## src/rtl/core/assert_macros.svh

```systemverilog
// ----------------------------------------------------------------------------
// Assertion macros
// Shared concurrent assertion wrappers for the RTL. Define ASSERT_OFF to drop
// every assertion from the build.
// ----------------------------------------------------------------------------
`ifndef ASSERT_MACROS_SVH
`define ASSERT_MACROS_SVH

`ifndef ASSERT_OFF

// Property must hold at every clock edge outside reset.
`define ASSERT_PROP(label, clk, rst_n, prop, msg) \
  label: assert property (@(posedge clk) disable iff (!rst_n) (prop)) else $error(msg);

// Expression must never be true outside reset.
`define ASSERT_NEVER(label, clk, rst_n, expr, msg) \
  label: assert property (@(posedge clk) disable iff (!rst_n) !(expr)) else $error(msg);

`else

`define ASSERT_PROP(label, clk, rst_n, prop, msg)
`define ASSERT_NEVER(label, clk, rst_n, expr, msg)

`endif

`endif

```

## src/rtl/core/bdc_pkg.sv

```systemverilog
// ----------------------------------------------------------------------------
// Button debounce classifier package
// Shared types and constants: register indexes, duration set, event flags.
// ----------------------------------------------------------------------------
`default_nettype none

package bdc_pkg;

  localparam int unsigned CFG_IDX_W = 3;
  localparam int unsigned DUR_W     = 16;
  localparam int unsigned TICK_W    = 32;

  // Configuration register indexes.
  localparam logic [CFG_IDX_W-1:0] CFG_ACTIVE_LEVELS  = 3'd0;
  localparam logic [CFG_IDX_W-1:0] CFG_PRESS_DEBOUNCE = 3'd1;
  localparam logic [CFG_IDX_W-1:0] CFG_REL_DEBOUNCE   = 3'd2;
  localparam logic [CFG_IDX_W-1:0] CFG_HOLD           = 3'd3;
  localparam logic [CFG_IDX_W-1:0] CFG_SINGLE_CLICK   = 3'd4;
  localparam logic [CFG_IDX_W-1:0] CFG_DOUBLE_GAP     = 3'd5;

  localparam int unsigned EVT_COUNT = 6;

  typedef struct packed {
    logic [DUR_W-1:0] press;
    logic [DUR_W-1:0] release_db;
    logic [DUR_W-1:0] hold;
    logic [DUR_W-1:0] single;
    logic [DUR_W-1:0] gap;
  } dur_t;

  localparam dur_t DUR_RESET = '{
    press:      16'd50,
    release_db: 16'd50,
    hold:       16'd1000,
    single:     16'd300,
    gap:        16'd300
  };

  // Event flags of one button for one tick; pressed sits in bit 0.
  typedef struct packed {
    logic hold_end;
    logic hold_start;
    logic dbl;
    logic sgl;
    logic rel;
    logic prs;
  } evt_t;

endpackage

`default_nettype wire

```

## src/rtl/core/bdc_state_mem.sv

```systemverilog
// ----------------------------------------------------------------------------
// Per-button state memory
// Synchronous one-read one-write memory with a registered read port,
// per-entry valid bits for the reset state and write-to-read forwarding.
// ----------------------------------------------------------------------------
`default_nettype none
`include "assert_macros.svh"

module bdc_state_mem #(
  parameter int unsigned DEPTH = 4,
  parameter int unsigned WIDTH = 98,
  parameter logic [WIDTH-1:0] RESET_WORD = '0,
  localparam int unsigned AW = (DEPTH > 1) ? $clog2(DEPTH) : 1
) (
  input  wire logic                     clk_i,
  input  wire logic                     rst_ni,
  input  wire logic                     re_i,
  input  wire logic [AW-1:0]            raddr_i,
  input  wire logic                     we_i,
  input  wire logic [AW-1:0]            waddr_i,
  input  wire logic [WIDTH-1:0]         wdata_i,
  output logic      [WIDTH-1:0]         rdata_o
);

  logic [WIDTH-1:0] mem [DEPTH];
  logic [DEPTH-1:0] vld_q;
  logic [WIDTH-1:0] rd_q;
  logic             rd_vld_q;
  logic             fwd_q;
  logic [WIDTH-1:0] fwd_data_q;

  always_ff @(posedge clk_i) begin
    if (we_i) begin
      mem[waddr_i] <= wdata_i;
    end
    if (re_i) begin
      rd_q       <= mem[raddr_i];
      fwd_data_q <= wdata_i;
    end
  end

  always_ff @(posedge clk_i or negedge rst_ni) begin
    if (!rst_ni) begin
      vld_q    <= '0;
      rd_vld_q <= 1'b0;
      fwd_q    <= 1'b0;
    end else begin
      if (we_i) begin
        vld_q[waddr_i] <= 1'b1;
      end
      if (re_i) begin
        rd_vld_q <= vld_q[raddr_i];
        // The array returns old data when the same entry is written at this edge.
        fwd_q    <= we_i && (waddr_i == raddr_i);
      end
    end
  end

  // An entry never written since reset reads as the reset state.
  assign rdata_o = fwd_q ? fwd_data_q : (rd_vld_q ? rd_q : RESET_WORD);

  `ASSERT_PROP(a_fwd_same_entry, clk_i, rst_ni,
    (re_i && we_i && (waddr_i == raddr_i)) |=> (rdata_o == $past(wdata_i)),
    "read of an entry written at the same edge did not return the new word")

endmodule

`default_nettype wire

```

## src/rtl/core/bdc_button_eval.sv

```systemverilog
// ----------------------------------------------------------------------------
// Button state update
// Advances one button's countdowns by one tick, handles expirations and pin
// edges, and returns the new state word with this tick's event flags.
// ----------------------------------------------------------------------------
`default_nettype none

module bdc_button_eval #(
  parameter int unsigned TIMER_WIDTH = 16,
  parameter int unsigned ENT_W       = 2 + 4 * TIMER_WIDTH + bdc_pkg::TICK_W
) (
  input  wire logic [ENT_W-1:0]            ent_i,
  input  wire logic                        pin_i,
  input  wire logic                        active_i,
  input  wire logic [bdc_pkg::TICK_W-1:0]  tick_i,
  input  wire bdc_pkg::dur_t               dur_i,
  output logic      [ENT_W-1:0]            ent_o,
  output bdc_pkg::evt_t                    evt_o
);

  localparam logic [31:0] TMR_MAX = 32'((64'd1 << TIMER_WIDTH) - 64'd1);

  typedef struct packed {
    logic                       last_lvl;
    logic                       released;
    logic [TIMER_WIDTH-1:0]     press_cd;
    logic [TIMER_WIDTH-1:0]     rel_cd;
    logic [TIMER_WIDTH-1:0]     hold_cd;
    logic [TIMER_WIDTH-1:0]     single_cd;
    logic [bdc_pkg::TICK_W-1:0] latest;
  } ent_t;

  // A duration of zero behaves as one; long durations saturate to the timer.
  function automatic logic [TIMER_WIDTH-1:0] load_val(input logic [bdc_pkg::DUR_W-1:0] ticks);
    logic [31:0] t;
    t = 32'(ticks);
    if (t == 32'd0) begin
      t = 32'd1;
    end
    if (t > TMR_MAX) begin
      t = TMR_MAX;
    end
    return t[TIMER_WIDTH-1:0];
  endfunction

  ent_t                       cur;
  ent_t                       nxt;
  logic                       hold_x;
  logic                       single_x;
  logic                       press_x;
  logic                       rel_x;
  logic [bdc_pkg::TICK_W-1:0] since_rel;

  assign cur       = ent_t'(ent_i);
  assign since_rel = tick_i - cur.latest;
  assign hold_x    = (cur.hold_cd == TIMER_WIDTH'(1));
  assign single_x  = (cur.single_cd == TIMER_WIDTH'(1));
  assign press_x   = (cur.press_cd == TIMER_WIDTH'(1));
  assign rel_x     = (cur.rel_cd == TIMER_WIDTH'(1));

  always_comb begin
    nxt   = cur;
    evt_o = '0;

    if (cur.hold_cd != '0) begin
      nxt.hold_cd = cur.hold_cd - TIMER_WIDTH'(1);
    end
    if (cur.single_cd != '0) begin
      nxt.single_cd = cur.single_cd - TIMER_WIDTH'(1);
    end
    if (cur.press_cd != '0) begin
      nxt.press_cd = cur.press_cd - TIMER_WIDTH'(1);
    end
    if (cur.rel_cd != '0) begin
      nxt.rel_cd = cur.rel_cd - TIMER_WIDTH'(1);
    end

    evt_o.hold_start = hold_x;
    evt_o.sgl        = single_x;

    if (press_x) begin
      evt_o.prs     = 1'b1;
      nxt.released  = 1'b0;
      nxt.single_cd = '0;
      nxt.hold_cd   = load_val(dur_i.hold);
    end

    if (rel_x) begin
      evt_o.rel    = 1'b1;
      nxt.released = 1'b1;
      nxt.latest   = tick_i;
      if (nxt.hold_cd != '0) begin
        nxt.hold_cd = '0;
        // Gap between this release and the one before it.
        if (since_rel < 32'(dur_i.gap)) begin
          evt_o.dbl = 1'b1;
        end else begin
          nxt.single_cd = load_val(dur_i.single);
        end
      end else begin
        evt_o.hold_end = 1'b1;
      end
    end

    if (pin_i != cur.last_lvl) begin
      nxt.last_lvl = pin_i;
      if (pin_i == active_i) begin
        if (nxt.press_cd == '0) begin
          nxt.rel_cd = '0;
          if (nxt.released) begin
            nxt.press_cd = load_val(dur_i.press);
          end
        end
      end else if (nxt.rel_cd == '0) begin
        nxt.press_cd = '0;
        nxt.rel_cd   = load_val(dur_i.release_db);
      end
    end
  end

  assign ent_o = ENT_W'(nxt);

endmodule

`default_nettype wire

```

## src/rtl/core/button_debounce_click_classifier_unit.sv

```systemverilog
// ----------------------------------------------------------------------------
// Button debounce and click classifier
// Debounces BUTTON_COUNT buttons and reports presses, releases, single and
// double clicks and press-and-hold start and end, one result word per tick.
// ----------------------------------------------------------------------------
//
//  Channel   Direction  Word contents (low bits first)
//  s_axis    in         pin_levels
//  m_axis    out        pressed, released, single, double, hold start, hold end
//  cfg       in         register index, register value
//
//  Each button's state word goes once per tick through the read-modify-write
//  path of the state memory, one button per cycle while the update stage is
//  not stalled. The next tick is taken in the cycle its predecessor's last
//  button is read; the result word is registered when the last button is
//  written back. Reset clears control and the memory's valid bits, so no
//  clearing pass is needed. A full output register stalls the last button's
//  write-back, which holds the pipeline and the input.
// ----------------------------------------------------------------------------
`default_nettype none
`include "assert_macros.svh"

module button_debounce_click_classifier_unit #(
  parameter int unsigned BUTTON_COUNT = 4,
  parameter int unsigned TIMER_WIDTH  = 16,
  localparam int unsigned IN_W  = ((BUTTON_COUNT + 7) / 8) * 8,
  localparam int unsigned EVT_W = bdc_pkg::EVT_COUNT * BUTTON_COUNT,
  localparam int unsigned OUT_W = ((EVT_W + 7) / 8) * 8
) (
  input  wire logic                          clk_i,
  input  wire logic                          rst_ni,
  // pin_levels
  input  wire logic                          s_axis_tvalid,
  output logic                               s_axis_tready,
  input  wire logic [IN_W-1:0]               s_axis_tdata,
  // pressed_events, released_events, single_clicks, double_clicks,
  // holds_started, holds_ended
  output logic                               m_axis_tvalid,
  input  wire logic                          m_axis_tready,
  output logic      [OUT_W-1:0]              m_axis_tdata,
  input  wire logic                          cfg_valid_i,
  output logic                               cfg_ready_o,
  input  wire logic [bdc_pkg::CFG_IDX_W-1:0] cfg_index_i,
  input  wire logic [bdc_pkg::DUR_W-1:0]     cfg_data_i
);

  localparam int unsigned BW    = (BUTTON_COUNT > 1) ? $clog2(BUTTON_COUNT) : 1;
  localparam int unsigned ENT_W = 2 + 4 * TIMER_WIDTH + bdc_pkg::TICK_W;
  localparam logic [BW-1:0] LAST_BTN = BW'(BUTTON_COUNT - 1);
  // Reset state: pin high, the inactive level at reset; button released, timers idle.
  localparam logic [ENT_W-1:0] RESET_WORD = {2'b11, {(ENT_W - 2){1'b0}}};

  // Configuration registers.
  logic [BUTTON_COUNT-1:0] active_q;
  bdc_pkg::dur_t           dur_q;

  assign cfg_ready_o = 1'b1;

  always_ff @(posedge clk_i or negedge rst_ni) begin
    if (!rst_ni) begin
      active_q <= '0;
      dur_q    <= bdc_pkg::DUR_RESET;
    end else if (cfg_valid_i) begin
      case (cfg_index_i)
        bdc_pkg::CFG_ACTIVE_LEVELS:  active_q         <= cfg_data_i[BUTTON_COUNT-1:0];
        bdc_pkg::CFG_PRESS_DEBOUNCE: dur_q.press      <= cfg_data_i;
        bdc_pkg::CFG_REL_DEBOUNCE:   dur_q.release_db <= cfg_data_i;
        bdc_pkg::CFG_HOLD:           dur_q.hold       <= cfg_data_i;
        bdc_pkg::CFG_SINGLE_CLICK:   dur_q.single     <= cfg_data_i;
        bdc_pkg::CFG_DOUBLE_GAP:     dur_q.gap        <= cfg_data_i;
        default: ;
      endcase
    end
  end

  // Issue stage: walks the buttons of the current tick and reads their state.
  logic                        s1_busy_q;
  logic [BW-1:0]               s1_btn_q;
  logic [BUTTON_COUNT-1:0]     s1_pins_q;
  logic [bdc_pkg::TICK_W-1:0]  s1_tick_q;
  logic [bdc_pkg::TICK_W-1:0]  tick_cnt_q;
  logic                        s1_last;
  logic                        s1_adv;
  logic                        in_fire;

  // Update stage: state word arrives from memory, is updated and written back.
  logic                        s2_valid_q;
  logic [BW-1:0]               s2_btn_q;
  logic                        s2_pin_q;
  logic                        s2_last_q;
  logic [bdc_pkg::TICK_W-1:0]  s2_tick_q;
  logic                        s2_ready;
  logic                        s2_fire;

  logic                        out_valid_q;
  logic [OUT_W-1:0]            out_data_q;
  logic                        out_free;

  logic [bdc_pkg::EVT_COUNT-1:0][BUTTON_COUNT-1:0] acc_q;
  logic [bdc_pkg::EVT_COUNT-1:0][BUTTON_COUNT-1:0] acc_nxt;

  logic [ENT_W-1:0]            rd_ent;
  logic [ENT_W-1:0]            wr_ent;
  bdc_pkg::evt_t               evt;
  logic [bdc_pkg::EVT_COUNT-1:0] evt_bits;

  assign out_free      = !out_valid_q || m_axis_tready;
  assign s2_fire       = s2_valid_q && (!s2_last_q || out_free);
  assign s2_ready      = !s2_valid_q || s2_fire;
  assign s1_last       = (s1_btn_q == LAST_BTN);
  assign s1_adv        = s1_busy_q && s2_ready;
  assign s_axis_tready = !s1_busy_q || (s1_adv && s1_last);
  assign in_fire       = s_axis_tvalid && s_axis_tready;

  always_ff @(posedge clk_i or negedge rst_ni) begin
    if (!rst_ni) begin
      s1_busy_q  <= 1'b0;
      s1_btn_q   <= '0;
      tick_cnt_q <= '0;
    end else if (in_fire) begin
      s1_busy_q  <= 1'b1;
      s1_btn_q   <= '0;
      tick_cnt_q <= tick_cnt_q + bdc_pkg::TICK_W'(1);
    end else if (s1_adv) begin
      if (s1_last) begin
        s1_busy_q <= 1'b0;
      end else begin
        s1_btn_q <= s1_btn_q + BW'(1);
      end
    end
  end

  always_ff @(posedge clk_i) begin
    if (in_fire) begin
      s1_pins_q <= s_axis_tdata[BUTTON_COUNT-1:0];
      s1_tick_q <= tick_cnt_q;
    end
  end

  always_ff @(posedge clk_i or negedge rst_ni) begin
    if (!rst_ni) begin
      s2_valid_q <= 1'b0;
    end else if (s2_ready) begin
      s2_valid_q <= s1_busy_q;
    end
  end

  always_ff @(posedge clk_i) begin
    if (s1_adv) begin
      s2_btn_q  <= s1_btn_q;
      s2_pin_q  <= s1_pins_q[s1_btn_q];
      s2_last_q <= s1_last;
      s2_tick_q <= s1_tick_q;
    end
  end

  bdc_state_mem #(
    .DEPTH      (BUTTON_COUNT),
    .WIDTH      (ENT_W),
    .RESET_WORD (RESET_WORD)
  ) u_mem (
    .clk_i   (clk_i),
    .rst_ni  (rst_ni),
    .re_i    (s1_adv),
    .raddr_i (s1_btn_q),
    .we_i    (s2_fire),
    .waddr_i (s2_btn_q),
    .wdata_i (wr_ent),
    .rdata_o (rd_ent)
  );

  bdc_button_eval #(
    .TIMER_WIDTH (TIMER_WIDTH),
    .ENT_W       (ENT_W)
  ) u_eval (
    .ent_i    (rd_ent),
    .pin_i    (s2_pin_q),
    .active_i (active_q[s2_btn_q]),
    .tick_i   (s2_tick_q),
    .dur_i    (dur_q),
    .ent_o    (wr_ent),
    .evt_o    (evt)
  );

  assign evt_bits = evt;

  always_comb begin
    acc_nxt = acc_q;
    for (int k = 0; k < bdc_pkg::EVT_COUNT; k++) begin
      acc_nxt[k][s2_btn_q] = evt_bits[k];
    end
  end

  // Event word of the tick in flight, collected one button at a time.
  always_ff @(posedge clk_i or negedge rst_ni) begin
    if (!rst_ni) begin
      acc_q <= '0;
    end else if (s2_fire) begin
      acc_q <= s2_last_q ? '0 : acc_nxt;
    end
  end

  always_ff @(posedge clk_i or negedge rst_ni) begin
    if (!rst_ni) begin
      out_valid_q <= 1'b0;
    end else if (s2_fire && s2_last_q) begin
      out_valid_q <= 1'b1;
    end else if (m_axis_tready) begin
      out_valid_q <= 1'b0;
    end
  end

  always_ff @(posedge clk_i) begin
    if (s2_fire && s2_last_q) begin
      out_data_q <= OUT_W'(acc_nxt);
    end
  end

  assign m_axis_tvalid = out_valid_q;
  assign m_axis_tdata  = out_data_q;

  `ASSERT_PROP(a_stall_only_on_full_output, clk_i, rst_ni,
    (s2_valid_q && !s2_fire) |-> (s2_last_q && out_valid_q && !m_axis_tready),
    "update stage stalled without a full output register")

  `ASSERT_PROP(a_accept_only_at_tick_end, clk_i, rst_ni,
    (in_fire && s1_busy_q) |-> (s1_adv && s1_last),
    "new word accepted before the current tick issued all buttons")

  `ASSERT_NEVER(a_no_overwrite_pending, clk_i, rst_ni,
    s2_fire && s2_last_q && out_valid_q && !m_axis_tready,
    "result word overwrote a word not yet taken")

endmodule

`default_nettype wire

```

## config.mk

```make
export PLATFORM = sky130hd
export DESIGN_NAME = button_debounce_click_classifier_unit
export DESIGN_NICKNAME = d
export VERILOG_FILES = /design/src/rtl/core/bdc_pkg.sv /design/src/rtl/core/bdc_state_mem.sv /design/src/rtl/core/bdc_button_eval.sv /design/src/rtl/core/button_debounce_click_classifier_unit.sv
export VERILOG_INCLUDE_DIRS = /design/src /design/src/rtl/core
export SDC_FILE = /design/constraint.sdc
export NUM_CORES = 1
export LEC_CHECK = 0
export ABC_AREA = 1
export ABC_CLOCK_PERIOD_IN_PS = 16820
export BUFFER_PORTS_ARGS = -buffer_cell sky130_fd_sc_hd__clkbuf_2
export CORE_MARGIN = 2
export CORE_UTILIZATION = 55
export DETAILED_ROUTE_END_ITERATION = 7
export PLACE_DENSITY = 0.73
export SYNTH_ARGS = -nofsm -noshare
export SYNTH_HDL_FRONTEND = slang
export SYNTH_SLANG_ARGS = --single-unit
```

## constraint.sdc

```tcl
create_clock -name clk_i -period 16.82 [get_ports clk_i]
set_input_delay 3.364 -clock clk_i [delete_from_list [all_inputs] [get_ports clk_i]]
set_output_delay 3.364 -clock clk_i [all_outputs]
set_load 0.03 [all_outputs]
```

==> summary.md, run 1 <==
| Metric | Value |
|---|---|
| Status | `finished, final reports clean` |
| Cell row count | `95` |
| Boundary Pins | `59` |
| Setup TNS | `0 ns` |
| Main synth FF type | `edfxtp_1` |
| Setup Skew | `0.0265 ns` |
| Reg2reg end | `u_mem.fwd_data_q[33]$_DFFE_PP_` |
| Worst Hold Class | `reg -> reg` |
| WHS Path Cells | `0` |
| Unique cell type count in the Yosys netlist | `60` |
| CP Capture Type | `output pin` |
| Die width | `264 µm` |
| Post_cts resized | `0` |
| Tmin final | `7.45 ns` |
| Final worst path period share | `0.443` |
| Final net count | `3650` |
| DR vias/cell | `5.69` |
| Main area contributors after synthesis | `edfxtp_1 55%, dfrtp_1 8.8%, nand2_1 8.1%` |
| Worst path cell trace | `clkbuf_2, inv_1, nand4_1, nor2_1, nor2_2, clkbuf_2` |
| Hold path startpoint | `s1_tick_q[1]$_DFFE_PP_` |
| Clk buf depth | `3` |
| Final setup violation count | `0` |
| Slew @ Worst Pin | `1.11 ns` |
| DR WL/cell | `19.1 µm` |
| Die area | `69900 µm²` |
| Synth area leader | `edfxtp_1` |
| Post-synthesis sequential element count | `835` |
| Most common cell after layout, fill and taps aside | `nand2_1` |
| Overall die height | `264 µm` |
| Drt drc | `0` |
| Top cell type's share of synthesized area | `0.551` |
| Pwr per Cell Area | `239 nW/µm²` |
| GRT Total Usage | `0.246` |
| Critical path buffers and inverters | `3` |
| IO Port Bufs | `53` |
| Utilization after layout | `0.611` |
| Share of layout cells above drive strength 1 | `0.0838` |
| Post-CTS Setup Bufs | `0` |
| DR pass1 iterations | `5` |
| CP top delay family | `simple AND/OR/NAND/NOR gates` |
| Post-route worst setup slack | `9.37 ns` |
| DR iter-0 viols | `2449` |
| Total power | `9.80 mW` |
| Syn. warnings | `0` |
| Cell Area, Synth | `37300 µm²` |
| Clk root buf | `clkbuf_16` |
| RSZ-0062 raised after global routing | `false` |
| Critical R2R Launch | `u_mem.fwd_q$_DFFE_PN0P_` |
| Syn Nets | `3621` |
| Sequential fraction of the synthesis area | `0.653` |
| Sinks on the clock net | `835` |
| Routed vias | `25700` |
| Async set-reset flop share out of synthesis | `0.181` |
| Most frequent cells in the layout | `808 x nand2_1, 684 x edfxtp_1, 400 x o21ai_0, 387 x nor2_1, 233 x inv_1` |
| CP dominant cell by count | `clkbuf_2` |
| Max Freq | `134 MHz` |
| Worst Path Max Fanout | `4` |
| WP data required | `13.46 ns` |
| Post-CTS Hold Buffers | `0` |
| Initial antenna violation count | `3` |
| Leakage power | `16.4 nW` |
| Cts bufs inserted | `85` |
| Avg Cell Area, Syn | `10.5 µm²` |
| H-tree depth | `3` |
| Peak VDD IR | `0.143 mV` |
| Clk_lat worst skew | `0.64 ns` |
| Core area | `67200 µm²` |
| R2r setup slk | `10.99 ns` |
| Syn Inst Count | `3540` |
| Final hold violation count | `0` |
| Starting density of the core | `0.555` |
| Critical Path AT | `4.09 ns` |
| First-pass GRT wire length | `135 mm` |
| Area growth, synth to finish | `10.0%` |
| Hold endpoint | `s2_tick_q[1]$_DFFE_PP_` |
| Crit Path Category | `in -> out` |
| Detail Route Antenna Nets | `0` |
| Critical Path Max Stage Delay | `0.19 ns` |
| CTS tree | `done` |
| Max_slew headroom | `0.263` |
| Grt total ovfl | `0` |
| Vias in the first global route | `24400` |
| Drt total wl | `86.0 mm` |
| GP Congestion | `0.955` |
| CP Launch Type | `primary input` |
| Pins Over Slew Limit | `0` |
| Max Cap Viol | `0` |
| Hpwl dp | `53.4 mm` |
| R2r worst-path depth | `18` |
| Largest net degree at the start of global routing | `119` |
| Place WS | `9.37 ns` |
| EDFF count, synth | `684` |
| N_diodes | `0` |
| Clk pin slew, worst setup/hold paths | `0.06 ns` |
| Slowest-stage cell, CP | `clkbuf_2` |
cell type report:
| type | count | area (µm²) |
|---|---|---|
| Inverter | 247 | 941 |
| Tap cell | 873 | 1090 |
| Timing Repair Buffer | 81 | 482 |
| Clock buffer | 110 | 2290 |
| Multi-Input combinational cell | 2319 | 11400 |
| Fill cell | 5278 | 26100 |
| Clock inverter | 46 | 492 |
| Sequential cell | 835 | 24400 |
cells in the mapped netlist, drive strengths merged (2+ instances only):
cell type	instances
nand2	820
edfxtp	684
o21ai	435
nor2	417
inv	244
nand3	169
dfrtp	131
o22ai	102
clkbuf	99
a21oi	78
xor2	55
ha	49
buf	40
a22oi	35
nor3	30
nand4	29
xnor2	26
dfstp	20
nor4	16
a21boi	13
or2	12
nand3b	8
a22o	3
clkinv	3
o21bai	3
a21o	2
a31oi	2
and3	2
o211ai	2
o21a	2
worst max-delay path by stage:
stage / slack [ns] / endpoint / startpoint / cells past startpoint
global route: 9.29 / s_axis_tready / m_axis_tready / 6
CTS: 9.37 / s_axis_tready / m_axis_tready / 6
floorplan: 8.11 / u_mem.fwd_q$_DFFE_PN0P_ / m_axis_tready / 5
global placement: 9.38 / s_axis_tready / m_axis_tready / 6
detailed placement: 9.37 / s_axis_tready / m_axis_tready / 6
finish: 9.37 / s_axis_tready / m_axis_tready / 6
kinds of logic (layout without fill, tap and decap cells):
group / count (synthesis) / after routing / synth area share
AOI/OAI and AO/OA: 683 / 683 / 0.101
xor gates and xnor gates: 81 / 81 / 0.0192
adders and majority gates: 49 / 49 / 0.0164
buffers and inverters: 386 / 484 / 0.0432
DFF: 835 / 835 / 0.653
other: 1 / 1 / 0.000101
and+or+nand+nor: 1505 / 1505 / 0.168
worst register-to-register path, delay by kind of cell, from the launching register on:
kind | cells | cell delay (ns)
buffers and inverters | 4 | 1.64
and+or+nand+nor | 10 | 2.06
AOI/OAI and AO/OA | 4 | 1.11
DFF | 1 | 0.75
report_power, final:
| part | internal [mW] | switching (mW) | leakage (nW) | total [mW] |
|---|---|---|---|---|
| Clock | 1.09 | 0.795 | 1.36 | 1.89 |
| Combinational | 1.10 | 2.84 | 6.54 | 3.93 |
| Sequential | 3.70 | 0.290 | 8.45 | 3.98 |
| Total | 5.88 | 3.92 | 16.3 | 9.80 |
per-stage QoR:
step           std cells  hold slack [ns]  instance area, µm²
2_1_floorplan       3540            0.400               37300
6_report            4511            0.412               41000
5_1_grt             4511            0.417               41000
3_5_place_dp        4355            0.405               38200
4_1_cts             4511            0.409               41000
3_3_place_gp        4355            0.401               38200
metal layers:
| metal | routed length (µm) | GRT usage |
|---|---|---|
| met1 | 38300 | 0.354 |
| met2 | 39900 | 0.393 |
| met3 | 6120 | 0.0390 |
| met4 | 1760 | 0.0699 |
| met5 | 22 | 0 |
sequential cells by signal (all words and copies together) (netlist names), 24 cells and up:
register and flops:
s1_tick_q 32, s2_tick_q 32, tick_cnt_q 32, u_mem.fwd_data_q 98
u_mem.mem 392, acc_q 24, u_mem.rd_q 98, dur_q 80
m_axis_tdata 24
No activity file was read; power rests on OpenSTA's default activity.
==> run 2, diff against run 1 <==
--- a/config.mk
+++ b/config.mk
@@ -6,13 +6,13 @@
 export SDC_FILE = /design/constraint.sdc
 export NUM_CORES = 1
 export LEC_CHECK = 0
-export ABC_AREA = 1
-export ABC_CLOCK_PERIOD_IN_PS = 16820
+export ABC_AREA = 0
+export ABC_CLOCK_PERIOD_IN_PS = 6820
 export BUFFER_PORTS_ARGS = -buffer_cell sky130_fd_sc_hd__clkbuf_2
 export CORE_MARGIN = 2
 export CORE_UTILIZATION = 55
 export DETAILED_ROUTE_END_ITERATION = 7
-export PLACE_DENSITY = 0.73
+export PLACE_DENSITY = 0.76
 export SYNTH_ARGS = -nofsm -noshare
 export SYNTH_HDL_FRONTEND = slang
 export SYNTH_SLANG_ARGS = --single-unit
==> constraint.sdc (replaced) <==
create_clock -name clk_i -period 6.82 [get_ports clk_i]
set_input_delay 1.364 -clock clk_i [delete_from_list [all_inputs] [get_ports clk_i]]
set_output_delay 1.364 -clock clk_i [all_outputs]
set_load 0.03 [all_outputs]
==> run 2 against run 1 <==
Compared with the run above:
- cell count decreased by 23%
- cell area decreased by 0.73%
- clock skew increased by 0.0029 ns
- critical path type is now reg -> reg
==> summary.md, run 2 <==
| Metric | Value |
|---|---|
| Utilization after layout | `0.618` |
| Total power | `23.6 mW` |
| Cell Area, Synth | `36700 µm²` |
| Synth area leader | `edfxtp_1` |
| Max_slew headroom | `0.166` |
| DR WL/cell | `24.5 µm` |
| Largest registers | `u_mem.mem x392, u_mem.fwd_data_q x98, u_mem.rd_q x98` |
| Syn Inst Count | `2466` |
| DR vias/cell | `6.38` |
| Starting density of the core | `0.557` |
| R2r worst-path depth | `22` |
| DR iter-0 viols | `2471` |
| Sequential fraction of the synthesis area | `0.664` |
| Cts bufs inserted | `83` |
| Critical R2R Launch | `u_mem.fwd_q$_DFFE_PN0P_` |
| IO Port Bufs | `53` |
| Final net count | `2610` |
| Synth top cells by count | `684 x edfxtp_1, 142 x nand2_1, 135 x nor2_1` |
| Drt drc | `0` |
| Hold endpoint | `s2_tick_q[20]$_DFFE_PP_` |
| Share of layout cells above drive strength 1 | `0.186` |
| Most frequent cells in the layout | `684 x edfxtp_1, 142 x nand2_1, 130 x nor2_1, 128 x dfrtp_1, 123 x o21ai_0` |
| CP Launch Type | `register` |
| Grt total ovfl | `0` |
| Slew @ Worst Pin | `1.24 ns` |
| FILL cells | `4754` |
| WP data required | `7.17 ns` |
| Boundary Pins | `59` |
| Max Cap Viol | `0` |
| Die area | `68700 µm²` |
| GRT Total Usage | `0.249` |
| Tmin final | `6.46 ns` |
| Critical Path AT | `6.81 ns` |
| Critical path buffers and inverters | `2` |
| Async set-reset flop share out of synthesis | `0.181` |
| Top reg by flops | `u_mem.mem` |
| Critical Path Max Stage Delay | `0.60 ns` |
| EDFF count, synth | `684` |
| Hold path startpoint | `s1_tick_q[20]$_DFFE_PP_` |
| WHS Path Cells | `0` |
| Status | `finished, final reports clean` |
| Leakage power | `14.6 nW` |
| Clk root buf | `clkbuf_16` |
| CP top delay family | `simple AND/OR/NAND/NOR gates` |
| Clk_lat worst skew | `0.64 ns` |
| Routed vias | `22100` |
| Crit. path cell count | `22` |
| Count leader, synth | `edfxtp_1` |
| Reg2reg end | `u_mem.mem[0][36]$_DFFE_PP_` |
| Largest net degree at the start of global routing | `128` |
| Drt total wl | `84.9 mm` |
| GP Congestion | `0.897` |
| CTS tree | `done` |
| Worst Hold Class | `reg -> reg` |
| Vias in the first global route | `22300` |
| Detail Route Antenna Nets | `0` |
| Top cell type's share of synthesized area | `0.560` |
| Max Freq | `155 MHz` |
| Crit Path Category | `reg -> reg` |
| R2r setup slk | `0.36 ns` |
| Avg Cell Area, Syn | `14.9 µm²` |
| Syn Nets | `2547` |
| Unique cell type count in the Yosys netlist | `94` |
| Overall die height | `262 µm` |
| RSZ-0062 raised after global routing | `false` |
| Setup TNS | `0 ns` |
| Core area | `65900 µm²` |
| Slowest-stage cell, CP | `dfrtp_4` |
| H-tree depth | `3` |
| Pins Over Slew Limit | `0` |
| Worst path cell trace | `nand3b_1, nand2_1, xnor2_1, ha_1, a31o_2, maj3_1, or3_1, a31oi_2, o31ai_1, xor2_1, ha_1, a21o_1, a221oi_1, o221ai_1, or4b_1, nor4b_2, nand4_1, nor4_2, buf_4, nor3_2, buf_4, mux2_2` |
| Max reg flops | `392` |
| Main area contributors after synthesis | `edfxtp_1 56%, dfrtp_1 8.9%, mux4_2 6.2%` |
| Cell row count | `94` |
| DR pass1 iterations | `5` |
| Main synth FF type | `edfxtp_1` |
| Clk pin slew, worst setup/hold paths | `0.06 ns` |
| Hpwl dp | `53.6 mm` |
| Most common cell after layout, fill and taps aside | `edfxtp_1` |
| Final setup violation count | `0` |
| Final hold violation count | `0` |
| CP Capture Type | `register` |
| Peak VDD IR | `0.333 mV` |
| Initial antenna violation count | `1` |
| CP startpoint | `u_mem.fwd_q$_DFFE_PN0P_` |
| Syn. warnings | `0` |
| Setup Skew | `0.0295 ns` |
| Clk buf depth | `3` |
| Worst Path Max Fanout | `21` |
| Post-synthesis sequential element count | `835` |
| Sinks on the clock net | `835` |
| First-pass GRT wire length | `130 mm` |
| N_diodes | `0` |
| Final worst path period share | `0.947` |
| Die width | `262 µm` |
| Area growth, synth to finish | `11.1%` |
| Pwr per Cell Area | `580 nW/µm²` |
run 2: layout make-up:
class                           count  area, µm²  area share
Inverter                           54        206     0.00507
Timing Repair Buffer               91        614      0.0151
Multi-Input combinational cell   1464      11700       0.288
Tap cell                          864       1080      0.0265
Clock buffer                      120       2370      0.0581
Sequential cell                   835      24400       0.598
Clock inverter                     33        385     0.00946
run 2: worst max path at each step:
stage | endpoint | slack (ns)
after floorplan | u_mem.fwd_data_q[39]$_DFFE_PP_ | 0.12
after global placement | u_mem.mem[2][39]$_DFFE_PP_ | 0.46
after detailed placement | u_mem.mem[2][32]$_DFFE_PP_ | 0.37
after CTS | u_mem.mem[1][32]$_DFFE_PP_ | 0.28
after global routing | u_mem.mem[0][36]$_DFFE_PP_ | 0.06
final | u_mem.mem[0][36]$_DFFE_PP_ | 0.36
run 2: what timing repair did:
item	CTS	global route
hold buffers	0	0
endpoints found under the setup margin	0	80
gates resized for setup	0	2
buffers inserted	0	1
run 2: metrics by stage:
stage	worst slack, ns	cell area [µm²]	hold slack (ns)	instances
2_1_floorplan	0.119	36700	0.400	2466
4_1_cts	0.276	40700	0.418	3460
3_5_place_dp	0.373	37900	0.405	3307
3_3_place_gp	0.459	37900	0.400	3307
5_1_grt	0.0597	40700	0.426	3461
6_report	0.364	40700	0.416	3461
run 2: cell families after synthesis:
kind of cell / synth area share
other: 0.000102
multiplexers: 0.0959
AND/OR/NAND/NOR: 0.0857
AO/OA/AOI/OAI: 0.0925
adder cells (fa/ha/maj): 0.0192
buffers and inverters: 0.0189
flip-flops: 0.664
XOR/XNOR: 0.0237
run 2: report_power, final:
group | switching [mW] | internal, mW | total, mW
combinational | 5.75 | 3.39 | 9.14
clock | 1.89 | 2.69 | 4.57
sequential | 0.905 | 9.02 | 9.92
run 2: routing by layer:
| metal | vias up | part of all wire | global-route usage |
|---|---|---|---|
| met3 | 116 | 0.075 | 0.0421 |
| met5 | - | 0 | 0 |
| met2 | 898 | 0.47 | 0.393 |
| met1 | 11300 | 0.43 | 0.360 |
| met4 | 0 | 0.022 | 0.0745 |
| li1 | 9792 | - | - |
run 2: worst reg2reg max path, cell delays in order (launching register included):
cell,delay [ns]
dfrtp_4,0.60
nand3b_1,0.29
nand2_1,0.15
xnor2_1,0.07
ha_1,0.19
a31o_2,0.23
maj3_1,0.39
or3_1,0.51
a31oi_2,0.39
o31ai_1,0.16
xor2_1,0.17
ha_1,0.31
a21o_1,0.16
a221oi_1,0.37
o221ai_1,0.17
or4b_1,0.56
nor4b_2,0.26
nand4_1,0.15
nor4_2,0.16
buf_4,0.20
nor3_2,0.05
buf_4,0.27
mux2_2,0.36
